## src/hw/rtl/kbsr_pkg.sv

```systemverilog
package kbsr_pkg;

    localparam int QUEUE_DEPTH   = 16;
    localparam int BITS_PER_BYTE = 8;
    localparam int QIDX_W        = $clog2(QUEUE_DEPTH);
    localparam int QCNT_W        = $clog2(QUEUE_DEPTH + 1);
    localparam int CNT_W         = 7;
    localparam int QCOUNT_OUT_W  = 5;

    localparam logic [CNT_W-1:0] COUNT_MAX = {CNT_W{1'b1}};
    localparam logic [CNT_W-1:0] LAST_TICK = CNT_W'(2 * BITS_PER_BYTE - 1);

    localparam logic [7:0] CMD_INQUIRY  = 8'h10;
    localparam logic [7:0] CMD_INSTANT  = 8'h14;
    localparam logic [7:0] CMD_MODEL    = 8'h16;
    localparam logic [7:0] CMD_TEST     = 8'h36;
    localparam logic [7:0] REPLY_ACK    = 8'h7D;
    localparam logic [7:0] REPLY_MODEL  = 8'h0B;
    localparam logic [7:0] REPLY_RESET  = 8'h09;
    localparam logic [7:0] EMPTY_CODE_RST = 8'd123;
    localparam logic [7:0] POLL_LIMIT_RST = 8'd100;

    typedef enum logic [1:0] {
        FUNC_EDGE = 2'd0,
        FUNC_TICK = 2'd1,
        FUNC_PUSH = 2'd2,
        FUNC_NOP  = 2'd3
    } t_func;

    typedef enum logic [2:0] {
        ACT_NONE      = 3'd0,
        ACT_RX_TIMING = 3'd1,
        ACT_TX_TIMING = 3'd2,
        ACT_POLL      = 3'd3,
        ACT_TX_PERIOD = 3'd4,
        ACT_STOP      = 3'd5
    } t_action;

    typedef enum logic [1:0] {
        WATCH_KEEP    = 2'd0,
        WATCH_FALLING = 2'd1,
        WATCH_RISING  = 2'd2,
        WATCH_STOP    = 2'd3
    } t_watch;

    typedef enum logic [2:0] {
        PCODE_WAIT_RX  = 3'd0,
        PCODE_RECEIVE  = 3'd1,
        PCODE_WAIT_TX  = 3'd2,
        PCODE_POLL     = 3'd3,
        PCODE_TRANSMIT = 3'd4
    } t_phase_code;

    typedef enum logic [4:0] {
        PH_WAIT_RX  = 5'b00001,
        PH_RECEIVE  = 5'b00010,
        PH_WAIT_TX  = 5'b00100,
        PH_POLL     = 5'b01000,
        PH_TRANSMIT = 5'b10000
    } t_phase;

    typedef enum logic {
        CFG_EMPTY_CODE = 1'b0,
        CFG_POLL_LIMIT = 1'b1
    } t_cfg_idx;

    typedef struct packed {
        logic [1:0] func;
        logic       data_line_level;
        logic [7:0] key_code;
    } t_in_item;

    typedef struct packed {
        logic       clock_level;
        logic       data_out_level;
        logic       data_drive;
        logic [2:0] timer_action;
        logic [1:0] edge_watch;
        logic       push_accepted;
        logic [4:0] queue_count;
        logic [2:0] phase;
    } t_out_item;

    typedef struct packed {
        logic       push;
        logic       pop;
        logic [7:0] code;
    } t_q_req;

    typedef struct packed {
        logic              full;
        logic              empty;
        logic [7:0]        head_code;
        logic [QCNT_W-1:0] used;
    } t_q_stat;

    function automatic logic [2:0] phase_code(t_phase ph);
        logic [2:0] code;
        unique case (ph)
            PH_WAIT_RX:  code = PCODE_WAIT_RX;
            PH_RECEIVE:  code = PCODE_RECEIVE;
            PH_WAIT_TX:  code = PCODE_WAIT_TX;
            PH_POLL:     code = PCODE_POLL;
            PH_TRANSMIT: code = PCODE_TRANSMIT;
            default:     code = PCODE_WAIT_RX;
        endcase
        return code;
    endfunction

endpackage

```

## src/hw/rtl/kbsr_queue.sv

```systemverilog
module kbsr_queue
    import kbsr_pkg::*;
(
    input  logic    i_clk,
    input  logic    i_rst_n,
    input  t_q_req  i_req,
    output t_q_stat o_stat
);

    localparam int SUM_W = QIDX_W + 1;

    logic [7:0]        r_store [QUEUE_DEPTH];
    logic [QIDX_W-1:0] r_head;
    logic [QCNT_W-1:0] r_used;
    logic [QIDX_W-1:0] n_head;
    logic [QCNT_W-1:0] n_used;
    logic [SUM_W-1:0]  tail_sum;
    logic [SUM_W-1:0]  tail_wrap;
    logic [QIDX_W-1:0] tail;
    logic              full;
    logic              empty;

    assign full  = (r_used == QCNT_W'(QUEUE_DEPTH));
    assign empty = (r_used == '0);

    // tail = (head + used) mod depth, sum stays below twice the depth
    assign tail_sum  = SUM_W'(r_head) + SUM_W'(r_used);
    assign tail_wrap = (tail_sum >= SUM_W'(QUEUE_DEPTH)) ?
                       (tail_sum - SUM_W'(QUEUE_DEPTH)) : tail_sum;
    assign tail      = tail_wrap[QIDX_W-1:0];

    always_comb begin
        n_head = r_head;
        n_used = r_used;
        if (i_req.push && !full) begin
            n_used = r_used + QCNT_W'(1);
        end else if (i_req.pop && !empty) begin
            n_used = r_used - QCNT_W'(1);
            n_head = (r_head == QIDX_W'(QUEUE_DEPTH - 1)) ? '0 : r_head + QIDX_W'(1);
        end
    end

    always_ff @(posedge i_clk) begin
        if (!i_rst_n) begin
            r_head <= '0;
            r_used <= '0;
        end else begin
            r_head <= n_head;
            r_used <= n_used;
        end
    end

    always_ff @(posedge i_clk) begin
        if (i_req.push && !full) begin
            r_store[tail] <= i_req.code;
        end
    end

    assign o_stat.full      = full;
    assign o_stat.empty     = empty;
    assign o_stat.head_code = r_store[r_head];
    assign o_stat.used      = r_used;

endmodule

```

## src/hw/rtl/kbsr_link.sv

```systemverilog
module kbsr_link
    import kbsr_pkg::*;
(
    input  logic      i_clk,
    input  logic      i_rst_n,
    input  logic      i_fire,
    input  t_in_item  i_item,
    input  logic [7:0] i_empty_code,
    input  logic [7:0] i_poll_limit,
    input  t_q_stat   i_q_stat,
    output t_q_req    o_q_req,
    output t_out_item o_result
);

    t_phase           r_phase, n_phase;
    logic [CNT_W-1:0] r_count, n_count;
    logic [7:0]       r_rx_byte, n_rx_byte;
    logic [7:0]       r_reply, n_reply;
    logic             r_clock, n_clock;
    logic             r_data, n_data;
    logic             r_drive, n_drive;

    logic [2:0]        action;
    logic [1:0]        watch;
    logic              push_ok;
    logic              pop;
    logic [7:0]        deq_code;
    logic [CNT_W-1:0]  limit;
    logic [2:0]        bit_sel;
    logic [QCNT_W-1:0] used_after;

    assign deq_code = i_q_stat.empty ? i_empty_code : i_q_stat.head_code;
    assign limit    = i_poll_limit[7] ? COUNT_MAX : i_poll_limit[CNT_W-1:0];
    // MSB first: tick pair k carries bit 7-k
    assign bit_sel  = ~r_count[3:1];

    always_comb begin
        n_phase   = r_phase;
        n_count   = r_count;
        n_rx_byte = r_rx_byte;
        n_reply   = r_reply;
        n_clock   = r_clock;
        n_data    = r_data;
        n_drive   = r_drive;
        action    = ACT_NONE;
        watch     = WATCH_KEEP;
        push_ok   = 1'b0;
        pop       = 1'b0;
        case (t_func'(i_item.func))
            FUNC_PUSH: begin
                push_ok = !i_q_stat.full;
            end
            FUNC_EDGE: begin
                if (r_phase == PH_WAIT_RX && !i_item.data_line_level) begin
                    action    = ACT_RX_TIMING;
                    watch     = WATCH_STOP;
                    n_rx_byte = '0;
                    n_count   = '0;
                    n_phase   = PH_RECEIVE;
                end else if (r_phase == PH_WAIT_TX && i_item.data_line_level) begin
                    watch   = WATCH_STOP;
                    n_drive = 1'b1;
                    n_count = '0;
                    if (r_rx_byte == CMD_INQUIRY) begin
                        action  = ACT_POLL;
                        n_reply = i_empty_code;
                        n_phase = PH_POLL;
                    end else begin
                        action  = ACT_TX_TIMING;
                        n_phase = PH_TRANSMIT;
                        case (r_rx_byte)
                            CMD_INSTANT: begin
                                n_reply = deq_code;
                                pop     = 1'b1;
                            end
                            CMD_MODEL: n_reply = REPLY_MODEL;
                            CMD_TEST:  n_reply = REPLY_ACK;
                            default:   n_reply = i_empty_code;
                        endcase
                    end
                end
            end
            FUNC_TICK: begin
                if (r_phase == PH_RECEIVE) begin
                    n_clock = r_count[0];
                    if (r_count[0]) begin
                        n_rx_byte[bit_sel] = r_rx_byte[bit_sel] | i_item.data_line_level;
                    end
                    if (r_count >= LAST_TICK) begin
                        action  = ACT_STOP;
                        watch   = WATCH_RISING;
                        n_phase = PH_WAIT_TX;
                    end
                    n_count = r_count + CNT_W'(1);
                end else if (r_phase == PH_POLL) begin
                    n_reply = deq_code;
                    pop     = 1'b1;
                    // a stored null code counts as nothing arrived
                    if (deq_code != i_empty_code || r_count >= limit) begin
                        action  = ACT_TX_PERIOD;
                        n_count = '0;
                        n_phase = PH_TRANSMIT;
                    end else if (r_count < COUNT_MAX) begin
                        n_count = r_count + CNT_W'(1);
                    end
                end else if (r_phase == PH_TRANSMIT) begin
                    n_clock = r_count[0];
                    if (!r_count[0]) begin
                        n_data = r_reply[bit_sel];
                    end
                    if (r_count >= LAST_TICK) begin
                        action  = ACT_STOP;
                        n_drive = 1'b0;
                        watch   = WATCH_FALLING;
                        n_phase = PH_WAIT_RX;
                    end
                    n_count = r_count + CNT_W'(1);
                end
            end
            default: ;
        endcase
    end

    always_ff @(posedge i_clk) begin
        if (!i_rst_n) begin
            r_phase   <= PH_WAIT_RX;
            r_count   <= '0;
            r_rx_byte <= '0;
            r_reply   <= REPLY_RESET;
            r_clock   <= 1'b1;
            r_data    <= 1'b0;
            r_drive   <= 1'b0;
        end else if (i_fire) begin
            r_phase   <= n_phase;
            r_count   <= n_count;
            r_rx_byte <= n_rx_byte;
            r_reply   <= n_reply;
            r_clock   <= n_clock;
            r_data    <= n_data;
            r_drive   <= n_drive;
        end
    end

    assign o_q_req.push = i_fire && push_ok;
    assign o_q_req.pop  = i_fire && pop && !i_q_stat.empty;
    assign o_q_req.code = i_item.key_code;

    always_comb begin
        used_after = i_q_stat.used;
        if (push_ok) begin
            used_after = i_q_stat.used + QCNT_W'(1);
        end else if (pop && !i_q_stat.empty) begin
            used_after = i_q_stat.used - QCNT_W'(1);
        end
    end

    assign o_result.clock_level    = n_clock;
    assign o_result.data_out_level = n_drive & n_data;
    assign o_result.data_drive     = n_drive;
    assign o_result.timer_action   = action;
    assign o_result.edge_watch     = watch;
    assign o_result.push_accepted  = push_ok;
    assign o_result.queue_count    = QCOUNT_OUT_W'(used_after);
    assign o_result.phase          = phase_code(n_phase);

endmodule

```

## src/hw/rtl/keyboard_serial_responder_unit.sv

```systemverilog
// Each item is held in the input register, then its result in the output register.
// Throughput: one item per cycle while results are taken; a stalled result holds one more item.
// Every item gives exactly one result; link state and key queue update as it is stored.
// Reset (i_rst_n low at a clock edge): pipeline empty, queue empty, phase wait-for-receive,
// clock line high, data released, registers back to null code 123 and poll limit 100.
module keyboard_serial_responder_unit
    import kbsr_pkg::*;
(
    input  logic       i_clk,
    input  logic       i_rst_n,
    input  logic       i_in_valid,
    output logic       o_in_ready,
    input  t_in_item   i_in,
    output logic       o_out_valid,
    input  logic       i_out_ready,
    output t_out_item  o_out,
    input  logic       i_cfg_we,
    input  logic       i_cfg_idx,
    input  logic [7:0] i_cfg_data
);

    logic      r_in_valid;
    t_in_item  r_in;
    logic      r_out_valid;
    t_out_item r_out;
    logic [7:0] r_empty_code;
    logic [7:0] r_poll_limit;

    logic      stage_fire;
    t_q_req    q_req;
    t_q_stat   q_stat;
    t_out_item result;

    assign stage_fire = r_in_valid && (!r_out_valid || i_out_ready);
    assign o_in_ready = !r_in_valid || stage_fire;

    always_ff @(posedge i_clk) begin
        if (!i_rst_n) begin
            r_in_valid <= 1'b0;
        end else if (o_in_ready) begin
            r_in_valid <= i_in_valid;
        end
    end

    always_ff @(posedge i_clk) begin
        if (i_in_valid && o_in_ready) begin
            r_in <= i_in;
        end
    end

    always_ff @(posedge i_clk) begin
        if (!i_rst_n) begin
            r_out_valid <= 1'b0;
        end else if (stage_fire) begin
            r_out_valid <= 1'b1;
        end else if (i_out_ready) begin
            r_out_valid <= 1'b0;
        end
    end

    always_ff @(posedge i_clk) begin
        if (stage_fire) begin
            r_out <= result;
        end
    end

    always_ff @(posedge i_clk) begin
        if (!i_rst_n) begin
            r_empty_code <= EMPTY_CODE_RST;
            r_poll_limit <= POLL_LIMIT_RST;
        end else if (i_cfg_we) begin
            unique case (t_cfg_idx'(i_cfg_idx))
                CFG_EMPTY_CODE: r_empty_code <= i_cfg_data;
                CFG_POLL_LIMIT: r_poll_limit <= i_cfg_data;
                default: ;
            endcase
        end
    end

    kbsr_queue u_queue (
        .i_clk   (i_clk),
        .i_rst_n (i_rst_n),
        .i_req   (q_req),
        .o_stat  (q_stat)
    );

    kbsr_link u_link (
        .i_clk        (i_clk),
        .i_rst_n      (i_rst_n),
        .i_fire       (stage_fire),
        .i_item       (r_in),
        .i_empty_code (r_empty_code),
        .i_poll_limit (r_poll_limit),
        .i_q_stat     (q_stat),
        .o_q_req      (q_req),
        .o_result     (result)
    );

    assign o_out_valid = r_out_valid;
    assign o_out       = r_out;

endmodule

```

## config.mk

```make
export PLATFORM = sky130hd
export DESIGN_NAME = keyboard_serial_responder_unit
export DESIGN_NICKNAME = d
export VERILOG_FILES = /design/src/hw/rtl/kbsr_pkg.sv /design/src/hw/rtl/kbsr_queue.sv /design/src/hw/rtl/kbsr_link.sv /design/src/hw/rtl/keyboard_serial_responder_unit.sv
export SDC_FILE = /design/constraint.sdc
export NUM_CORES = 1
export LEC_CHECK = 0
export BUFFER_PORTS_ARGS = -buffer_cell sky130_fd_sc_hd__buf_4
export CORE_MARGIN = 2
export CORE_UTILIZATION = 25
export CTS_BUF_LIST = sky130_fd_sc_hd__clkbuf_4 sky130_fd_sc_hd__clkbuf_8
export CTS_CLUSTER_DIAMETER = 80
export CTS_CLUSTER_SIZE = 24
export DETAILED_ROUTE_END_ITERATION = 6
export SKIP_LAST_GASP = 1
export SLEW_MARGIN = 10
export SYNTH_ARGS = -nofsm -noshare
export SYNTH_HDL_FRONTEND = slang
export SYNTH_HIERARCHICAL = 1
export SYNTH_SLANG_ARGS = --single-unit
```

## constraint.sdc

```tcl
create_clock -name i_clk -period 9.67 [get_ports i_clk]
set_clock_uncertainty 0.15 [all_clocks]
set_input_delay 0.967 -clock i_clk [delete_from_list [all_inputs] [get_ports i_clk]]
set_output_delay 0.967 -clock i_clk [all_outputs]
set_load 0.02 [all_outputs]
```

# After elaboration in Yosys (flattened, before gate mapping)
# Memory sizes are Yosys's and may differ from the RTL's. A register that Yosys moved wholly into a read port is not among the register bits.
# Cells that the tools add are included.
# word_totals
ff_bits	86
latchBits	0
mem_bits_rw	128
mem_bits_ro	0
input_bits	25
output_inout_bits	19
word_cells	192
memories	1
# memory_table
name	words	width	rd	rd_clocked_by_memory_dff	wr	line_no	source
u_queue.r_store	16	8	1	1	1	kbsr_queue.sv:12	logic [7:0] r_store [QUEUE_DEPTH];
# classes
addsub	6
n_mul	0
div_mod_pow	0
magnitude_cmp	6
eq_ne	28
shift	0
muxes	92
bitwise_logic	5
reduce_logical	30
# op_table
op	n
8-bit two-way mux	9
5-bit two-way mux	13
7-bit two-way mux	8
8-bit one-hot mux with 2 select lines	2
1-bit two-way mux	31
8-bit by 5-bit equality test with 1-bit output (second input constant)	3
8-bit one-hot mux with 3 select lines	1
3-bit two-way mux	7
4-bit two-way mux	4
5-bit equality test (second input constant)	3
7-bit one-hot mux with 2 select lines	1
2-bit two-way mux	6
3-bit one-hot mux with 4 select lines	1
1-bit logical AND	11
5-bit by 2-bit equality test with 1-bit output (second input constant)	2
5-bit by 3-bit equality test with 1-bit output (second input constant)	2
5-bit by 4-bit equality test with 1-bit output (second input constant)	2
2-bit by 1-bit inequality test with 1-bit output (second input constant)	5
5-bit one-hot mux with 2 select lines	1
5-bit AND reduction	2
8-bit bitwise mux	1
8-bit by 6-bit equality test with 1-bit output (second input constant)	1
8-bit inequality test	1
7-bit by 1-bit adder with 7-bit output (second input constant)	1
other kinds (35)	49

# Longest topological paths before layout
# Gate-level depths: netlist of the first run.
# depth
ltp_word	12
depth_mapped	12
mapped_depth_nobuf	11

# Modules after synthesis
# Netlist of the first run, hierarchy kept.
# modules_own_cells
mod	instances	cells_each	area_per_inst_um2	seq_area_each_um2
kbsr_queue	1	315	5714.2	4103.9
kbsr_link	1	376	2760.1	620.6
keyboard_serial_responder_unit	1	108	1562.7	1201.2

# Least setup slack after synthesis of the first run
# No wires, ideal clock.
# synth_path
kind	input port to flip-flop
from	input i_out_ready
to	memory u_queue.r_store[13][0] (enable)
arrival_time_ns	3.391
required_time_ns	9.150
setup_slack_ns	5.759
cell_stages	8
path_buffers	1
path_cell_list	nor2b_1 nor2b_1 buf_2 and2_1 inv_1 a211oi_1 nand3_1 nor2_1
# synth_lines
element	line_no	source
start: declaration	keyboard_serial_responder_unit.sv:15	input logic i_out_ready,
end: declaration	kbsr_queue.sv:12	

==> flow_summary.ini, run 1 <==
[global_route]
grt_max_degree = 50
antenna_found_initial = 0
gr-total-overflow = 0
grt_pass1_wl_um = 35980
grt_pass1_vias = 6198
grt_use_total_pct = 10.86

[layout]
stdcell_count = 1344
final_cell_mix = edfxtp_1, nand2_1, nor2_1, dfxtp_1, buf_4
fillers = 4087
nets = 858
diodes = 0
multi_input_area_um2 = 3760
layout_commonest_cell = edfxtp_1
stdcell_area_um2 = 11040
final_layout_size_suffix_gt1_share_pct = 15.26
seqCellArea_um2 = 5927
synthToLayoutAreaGrowth_pct = 9.973

[placed_design]
hpwlAfterDp_um = 15470
placed_area_um2 = 10790
gp_congestion = 0.8326
dp_cells = 1323
portBuffers = 43

[power]
power_mw = 1.571
sw_frac_of_total_pct = 23.18
vdd_drop_max_v = 0.00007394
pwr-share-comb_pct = 6.2
p_switching_mw = 0.3642
pwr-share-seq_pct = 65.8
p_int_mw = 1.207
cellLeakagePower_nw = 3.601
power_density_nw_per_um2 = 142.4
power.share.clock_pct = 28.0

[synth]
synth_seq_cells = 218
syn_area_um2 = 10040
seq_area_frac_synth_pct = 59.04
synth_cell_types = 74
async_flop_share_pct = 0
yosys_warnings = 6
yosys.area.top_type = edfxtp_1
synth.net_count = 844
synth_top_family_by_area = simple AND/OR/NAND/NOR gates
synthTopCellsByArea = edfxtp_1, dfxtp_1, mux4_2
synthAdderAreaFrac_pct = 2.643
synthMuxAreaShare_pct = 9.624
synth-simple-area-share_pct = 12.73
postSynthAreaPerCell_um2 = 12.56
synth_ff_type = edfxtp_1
synth_top_area_share_pct = 46.67
synth_edf_count = 156
synth_compound_area_share_pct = 10.75
synth-xor-area-share_pct = 1.658
syn_inst = 799

[setup_path]
crit_path_end_kind = register
startpoint_type = register
criticalPathCategory = reg -> reg
cp_data_required_time_ns = 9.80
crit_path_max_fanout = 32
worstRegToRegCells = 10
arrival_ns = 4.57

[clock_network]
cts_buffers = 13
cts-root-buf = clkbuf_8
cts_setup_buffers = 0
path_clk_slew_ns = 0.15
clockBufferDepth = 3
clock_latency_ns = 0.53
cts.sinks = 218
cts_tree = yes
postCtsHoldBufs = 0
htreeDepth = 1
ctsResizeCount = 0

[timing]
max_slew.worst_pin.slew_ns = 1.186
setup_viol = 0
rsz0062_at_grt = false
fmax_mhz = 225.2
slew_violations = 0
final_hold_viol_count = 0
relSlewSlack_pct = 20.61
fin_crit_ns = 4.441
fin_crit_sh_pct = 45.93
timing.setup.tns_ns = 0

[min_path]
hold_path_class = reg -> reg
min_path_cells = 2

[drt]
vias = 6454
first_pass_iters = 5
routed_via_density = 4.802
ant_nets = 0
wl_per_cell_um = 17.05
drc = 0
routed_wl_um = 22910
drt_iter0_drc = 501

[die]
io_pins = 44
die_area_um2 = 41770
die-height_um = 204.4
fp-row-count = 73
initial_core_util_pct = 25.32
die_w_um = 204.4
core-area_um2 = 39640

[run]
maxCapViolCount = 0

[outcome]
status = finished clean
Yosys cell counts, types with 4 or more instances:
cell      number
buf_4         16
buf_2         10
inv_1         26
a21boi_0       4
xor2_1        12
mux2_2         4
a21oi_1       34
dfxtp_1       62
nand2b_1       8
edfxtp_1     156
a211oi_1       8
a22oi_1       18
o21ai_1       12
and2_1         9
nor2b_1       13
nand2_1       67
nor2_1        66
nor4_1         7
nand3b_1       8
ha_1          18
o31ai_1        6
xnor2_1        7
nor3_1         9
clkbuf_1      17
nand3_1       28
nand4_1       10
a31o_2         4
o21ai_0       21
o211ai_1      14
o21a_1         6
a31oi_1        5
mux4_2        32
or4_1          5
mux2i_1       20
sequential cells by signal (all words and copies together) (netlist names), named ones only:
register          flops
o_out                17
o_out_valid           1
r_empty_code          8
r_in                 11
r_in_valid            1
r_poll_limit          8
u_link/r_clock        1
u_link/r_count        7
u_link/r_data         1
u_link/r_drive        1
u_link/r_phase        5
u_link/r_reply        8
u_link/r_rx_byte      8
u_queue/r_head        4
u_queue/r_store     128
u_queue/r_used        5
logic make-up after synthesis:
family / count (synthesis)
adders and majority gates: 20
AOI/OAI and AO/OA: 159
muxes: 56
buffers and inverters: 74
xor gates and xnor gates: 19
DFF: 218
and+or+nand+nor: 253
area by class of cell:
class | count | area share, %
multi-input cells | 507 | 34.06
well taps | 525 | 5.951
clock buffers | 18 | 2.018
repair buffers | 46 | 3.129
clock inverters | 3 | 0.2267
flip-flops and latches | 218 | 53.70
inverters | 27 | 0.9182
critical path, cell delays in order (launching register included):
cell	delay (ns)
dfxtp_2	0.34
buf_4	0.49
mux4_2	0.58
a22oi_1	0.34
nand2_1	0.15
xor2_1	0.17
nor4_1	0.55
a2111oi_0	0.25
a2111oi_2	0.51
mux2i_1	0.15
a2111oi_1	0.47
path summary, 6_finish.rpt:
check,startpoint,to,slack (ns)
max,register,o_out[0]$_DFFE_PP_,5.23
max reg2reg,register,o_out[0]$_DFFE_PP_,5.23
min,r_poll_limit[3]$_SDFFE_PN0P_,r_poll_limit[3]$_SDFFE_PN0P_,0.31
min reg2reg,r_poll_limit[3]$_SDFFE_PN0P_,r_poll_limit[3]$_SDFFE_PN0P_,0.31
power by group through the flow:
stage	sequential, mW	clock (mW)	combinational [mW]
global placement	1.05	0	0.0961
CTS	1.03	0.459	0.0972
global route	1.04	0.486	0.108
detailed placement	1.06	0	0.0969
floorplan	1.05	0	0.0713
finish	1.03	0.440	0.0972
per-layer routing:
layer / wire (µm) / global-route usage [%] / vias up
met2: 10670 / 17.62 / 172
met5: 0 / 0 / -
met3: 1036 / 1.578 / 32
met4: 634 / 2.899 / 0
met1: 10570 / 15.12 / 3201
li1: - / - / 3049
through the flow:
step	utilization [%]	hold slack, ns	setup slack, ns
after global routing	27.85	0.3325	4.928
after global placement	27.22	0.2911	5.539
after detailed placement	27.22	0.2951	5.300
final	27.85	0.3089	5.229
after floorplan	-	0.2732	5.759
after CTS	27.85	0.3125	5.242
Power figures use the tool's default switching activity.
==> inputs of run 2 (changes only) <==
- ABC_AREA: default -> 1
- clock period: 9.67 -> 4.4 ns (I/O delays scaled with it)
==> flow_summary.ini, run 2 <==
[synth]
seq_area_frac_synth_pct = 57.20
synth-simple-area-share_pct = 18.51
async_flop_share_pct = 0
synthTopCellsByArea = edfxtp_1, dfxtp_1, nand2_1
syn_inst = 1106
synth.net_count = 1151
synth_ff_type = edfxtp_1
synth_compound_area_share_pct = 11.88
synth-xor-area-share_pct = 1.099
synth_edf_count = 156
postSynthAreaPerCell_um2 = 9.367
synth_cell_types = 42
yosys-top-cells-count = nand2_1, edfxtp_1, inv_1, nand3_1, a21oi_1
yosys.area.top_type = edfxtp_1
synthMuxAreaShare_pct = 0
synth_seq_cells = 218
synth_top_family_by_area = simple AND/OR/NAND/NOR gates
syn_area_um2 = 10360
synthAdderAreaFrac_pct = 2.560
synth_top_area_share_pct = 45.22
yosysMostFrequentCell = nand2_1
yosys_warnings = 6

[global_route]
gr-total-overflow = 0
grt_use_total_pct = 10.88
grt_max_degree = 63
grt_pass1_vias = 7297
grt_pass1_wl_um = 38520
antenna_found_initial = 1

[layout]
final_cell_mix = nand2_1, edfxtp_1, inv_1, nand3_1
fillers = 4229
final_util_pct = 28.46
layout_commonest_cell = nand2_1
seqCellArea_um2 = 5931
largest_reg_flops = 128
regMostFlops = u_queue/r_store
final_layout_size_suffix_gt1_share_pct = 9.852
multi_input_area_um2 = 3532
nets = 1184
stdcell_area_um2 = 11620
synthToLayoutAreaGrowth_pct = 12.17

[drt]
drc = 0
vias = 7585
routed_wl_um = 23540
wl_per_cell_um = 14.01
ant_nets = 0
routed_via_density = 4.515
first_pass_iters = 7
drt_iter0_drc = 601

[die]
die-height_um = 207.6
fp-row-count = 74
die_w_um = 207.6
die_area_um2 = 43080
io_pins = 44
core-area_um2 = 40830
initial_core_util_pct = 25.37

[timing]
setup_ws_ns = 1.238
max_slew.worst_pin.slew_ns = 0.8103
setup_viol = 0
timing.setup.tns_ns = 0
rsz0062_at_grt = false
fin_crit_sh_pct = 71.87
relSlewSlack_pct = 45.78
whs_ns = 0.03815
final_hold_viol_count = 0
fmax_mhz = 316.2
fin_crit_ns = 3.162
slew_violations = 0

[run]
maxCapViolCount = 0

[clock_network]
cts-root-buf = clkbuf_8
cts.sinks = 218
cts_buffers = 14
clock_latency_ns = 0.53
path_clk_slew_ns = 0.14
cts_tree = yes
htreeDepth = 1
clockBufferDepth = 3
cts_setup_buffers = 0

[power]
pwr-share-seq_pct = 61.0
power_density_nw_per_um2 = 324.3
p_int_mw = 2.846
p_switching_mw = 0.9225
vdd_drop_max_v = 0.0003075
power.share.clock_pct = 30.4
pwr-share-comb_pct = 8.6
cellLeakagePower_nw = 4.485
sw_frac_of_total_pct = 24.48

[setup_path]
criticalPathCategory = reg -> reg
crit_path_end_kind = register
r2r_setup_slack_ns = 1.24
critPathSlowestCell = nor2_1
worstRegToRegCells = 10
path_cells = nor2_4, nand3_2, inv_1, nor3_2, inv_1, nor2_1, nand2_4, inv_4, nand3_1, nor2_1
startpoint_type = register
slowest_delay_ns = 0.67
arrival_ns = 3.16
crit_path_max_fanout = 10
cp_data_required_time_ns = 4.40

[min_path]
min_path_cells = 4
hold_path_class = in -> reg

[placed_design]
portBuffers = 43
gp_congestion = 0.8494
hpwlAfterDp_um = 16650
placed_area_um2 = 11130
pre_cts_slack_ns = 1.200

[outcome]
status = finished clean
run 2: cell count changes in the layout (fill, tap and decap cells not counted), sizes merged, moves of 21 or more:
cell and delta:
inv +131, o21ai +42, mux4 -32, nand2 +124
nand3 +86, a21oi +55, nor2 +28, o211ai +21
run 2: cell families (layout without fill, tap and decap cells):
logic type / Yosys count / after routing
other: 0 / 1
and+or+nand+nor: 429 / 429
DFF: 218 / 218
buffers and inverters: 208 / 249
AOI/OAI and AO/OA: 218 / 218
xor gates and xnor gates: 13 / 13
adders and majority gates: 20 / 20
run 2: layer usage:
layer,track usage (%),part of all wire (%),vias to the layer above
met5,0,0,-
met4,2.857,1.7,0
met3,0.8926,4.3,25
met2,17.62,45,167
met1,15.63,49,3597
li1,-,-,3796
run 2: final cells by class:
class	instances	area share (%)
inverter	160	5.190
multi-input combinational	680	30.39
clock inverter	6	0.8721
clock buffer	18	2.024
antenna	1	0.02153
sequential	218	51.03
timing repair buffer	65	4.737
tap	532	5.728
run 2: stage by stage:
step / cells / total power, mW
2_1_floorplan: 1106 / 2.561
3_3_place_gp: 1640 / 2.652
3_5_place_dp: 1640 / 2.658
4_1_cts: 1679 / 3.815
5_1_grt: 1680 / 3.920
6_report: 1680 / 3.768
run 2: what timing repair did:
action	in CTS	in global routing
hold buffers	15	0
hold endpoints to repair	15	0
gates resized for setup	0	0
run 2: final timing paths:
| path | start | endpoint |
|---|---|---|
| max | u_queue/r_used[1]$_SDFFE_PN0P_ | u_queue/r_store[12][3]$_DFFE_PP_ |
| max reg2reg | u_queue/r_used[1]$_SDFFE_PN0P_ | u_queue/r_store[12][3]$_DFFE_PP_ |
| min reg2reg | r_poll_limit[2]$_SDFFE_PN1P_ | r_poll_limit[2]$_SDFFE_PN1P_ |
| min | i_out_ready | o_out_valid$_SDFFE_PN0P_ |
run 2: critical path, delay by kind of cell (launching register included):
kind          cells  cell delay (ns)
buf+inv           3             0.35
flops             1             0.62
simple gates      7             1.65
run 2: power groups by stage:
stage / logic (mW) / clock network [mW] / registers, mW
after floorplan: 0.243 / 0 / 2.32
after global placement: 0.309 / 0 / 2.34
after detailed placement: 0.314 / 0 / 2.34
after CTS: 0.326 / 1.19 / 2.30
after global routing: 0.372 / 1.24 / 2.31
final: 0.325 / 1.15 / 2.30
==> inputs of run 3 (changes only) <==
- clock period: 4.4 -> 3.1 ns (I/O delays scaled with it)
==> flow_summary.ini, run 3 (synthesis results as in run 2) <==
[die]
fp-row-count = 74
initial_core_util_pct = 25.37
die_area_um2 = 43080
core-area_um2 = 40830
die_w_um = 207.6
io_pins = 44
die-height_um = 207.6

[placed_design]
hpwlAfterDp_um = 16640
placed_area_um2 = 11310
gp_congestion = 0.8498
dp_cells = 1660
portBuffers = 43

[layout]
regMostFlops = u_queue/r_store
nets = 1216
stdcell_count = 1712
final_layout_size_suffix_gt1_share_pct = 11.45
layout_commonest_cell = nand2_1
synthToLayoutAreaGrowth_pct = 14.61
final_cell_mix = nand2_1, edfxtp_1, inv_1, nand3_1
stdcell_area_um2 = 11870
largest_reg_flops = 128

[power]
cellLeakagePower_nw = 4.620
power_density_nw_per_um2 = 439.0
vdd_drop_max_v = 0.0003979

[timing]
slew_violations = 0
max_slew.worst_pin.slew_ns = 0.7498
relSlewSlack_pct = 49.96
fmax_mhz = 362.3
timing.setup.tns_ns = 0
final_hold_viol_count = 0
rsz0062_at_grt = false
setup_viol = 0
fin_crit_sh_pct = 89.04
fin_crit_ns = 2.760
whs_ns = 0.05092

[setup_path]
worstRegToRegCells = 11
critPathSlowestCell = dfxtp_1
cp_data_required_time_ns = 3.18
slowest_delay_ns = 0.64
r2r_setup_slack_ns = 0.34
startpoint_type = register
r2r_start = u_queue/r_used[1]$_SDFFE_PN0P_
criticalPathCategory = reg -> reg
crit_path_end_kind = register
crit_path_max_fanout = 10
arrival_ns = 2.84
path_cells = nor2_4, nand3_2, inv_1, nor3_2, inv_1, nor2_1, nand2_4, inv_4, nand3_1, nor2_1, buf_4
regToRegEndpoint = u_queue/r_store[11][7]$_DFFE_PP_

[min_path]
min_to = u_link/r_reply[0]$_SDFFE_PN1P_
min_path_cells = 2
hold_path_class = in -> reg
min_from = i_rst_n

[global_route]
grt_pass1_wl_um = 38270
grt_use_total_pct = 10.81
gr-total-overflow = 0
grt_pass1_vias = 7195
antenna_found_initial = 1
grt_max_degree = 60

[clock_network]
cts.sinks = 218
clockBufferDepth = 3
cts_tree = yes
htreeDepth = 1
path_clk_slew_ns = 0.14
cts_buffers = 14
clock_latency_ns = 0.53
cts-root-buf = clkbuf_8

[drt]
drc = 0
routed_wl_um = 23800
vias = 7616
ant_nets = 0
drt_iter0_drc = 614
wl_per_cell_um = 13.90
first_pass_iters = 5
routed_via_density = 4.449

[outcome]
status = finished clean

[run]
maxCapViolCount = 0
-- run 3: worst max path at each step --
stage / startpoint / endpoint / slack (ns)
after floorplan: o_out_valid$_SDFFE_PN0P_ / u_queue/r_store[10][0]$_DFFE_PP_ / 0.23
after global placement: u_queue/r_used[0]$_SDFFE_PN0P_ / o_out[0]$_DFFE_PP_ / 0.36
after detailed placement: u_queue/r_used[0]$_SDFFE_PN0P_ / o_out[0]$_DFFE_PP_ / 0.33
after CTS: u_queue/r_used[0]$_SDFFE_PN0P_ / o_out[0]$_DFFE_PP_ / 0.31
after global routing: register / o_out[0]$_DFFE_PP_ / 0.06
final: u_queue/r_used[1]$_SDFFE_PN0P_ / u_queue/r_store[11][7]$_DFFE_PP_ / 0.34
-- run 3: timing repair --
item,4_1_cts,5_1_grt
resized for setup,0,1
hold buffers,26,0
endpoints found under the hold margin,29,0
endpoints found under the setup margin,0,1
setup buffers,0,1
-- run 3: area by class of cell --
class	count	area [µm²]
well taps	532	665.6
multi-input cells	680	3532
inverters	160	606.8
clock inverters	5	56.30
clock buffers	19	236.5
flip-flops and latches	218	5931
repair buffers	97	843.3
diodes	1	2.502
fillers	4205	28960
-- run 3: per-stage QoR --
| step | total power [mW] | util, % | setup slack, ns |
|---|---|---|---|
| 2_1_floorplan | 3.636 | - | 0.2327 |
| 3_3_place_gp | 3.761 | 27.69 | 0.3614 |
| 3_5_place_dp | 3.770 | 27.69 | 0.3290 |
| 4_1_cts | 5.269 | 29.05 | 0.3116 |
| 5_1_grt | 5.431 | 29.08 | 0.06049 |
| 6_report | 5.213 | 29.08 | 0.3396 |
-- run 3: where the power goes --
group | switching [mW] | internal (mW)
sequential | 0.0785 | 3.18
clock | 0.948 | 0.533
combinational | 0.297 | 0.178
total | 1.32 | 3.89
-- run 3: layer usage --
metal | wire [µm] | part of all wire (%) | GRT usage (%) | up-vias
met3 | 960 | 4.0 | 1.120 | 17
met1 | 11320 | 48 | 15.06 | 3576
met4 | 392 | 1.6 | 2.488 | 0
met5 | 0 | 0 | 0 | -
met2 | 11130 | 47 | 18.08 | 158
li1 | - | - | - | 3865
-- run 3: critical path: cells and delay by family, from the launching register on --
family	cells	cell delay, ns
simple gates	7	1.15
flops	1	0.64
buf+inv	4	0.52
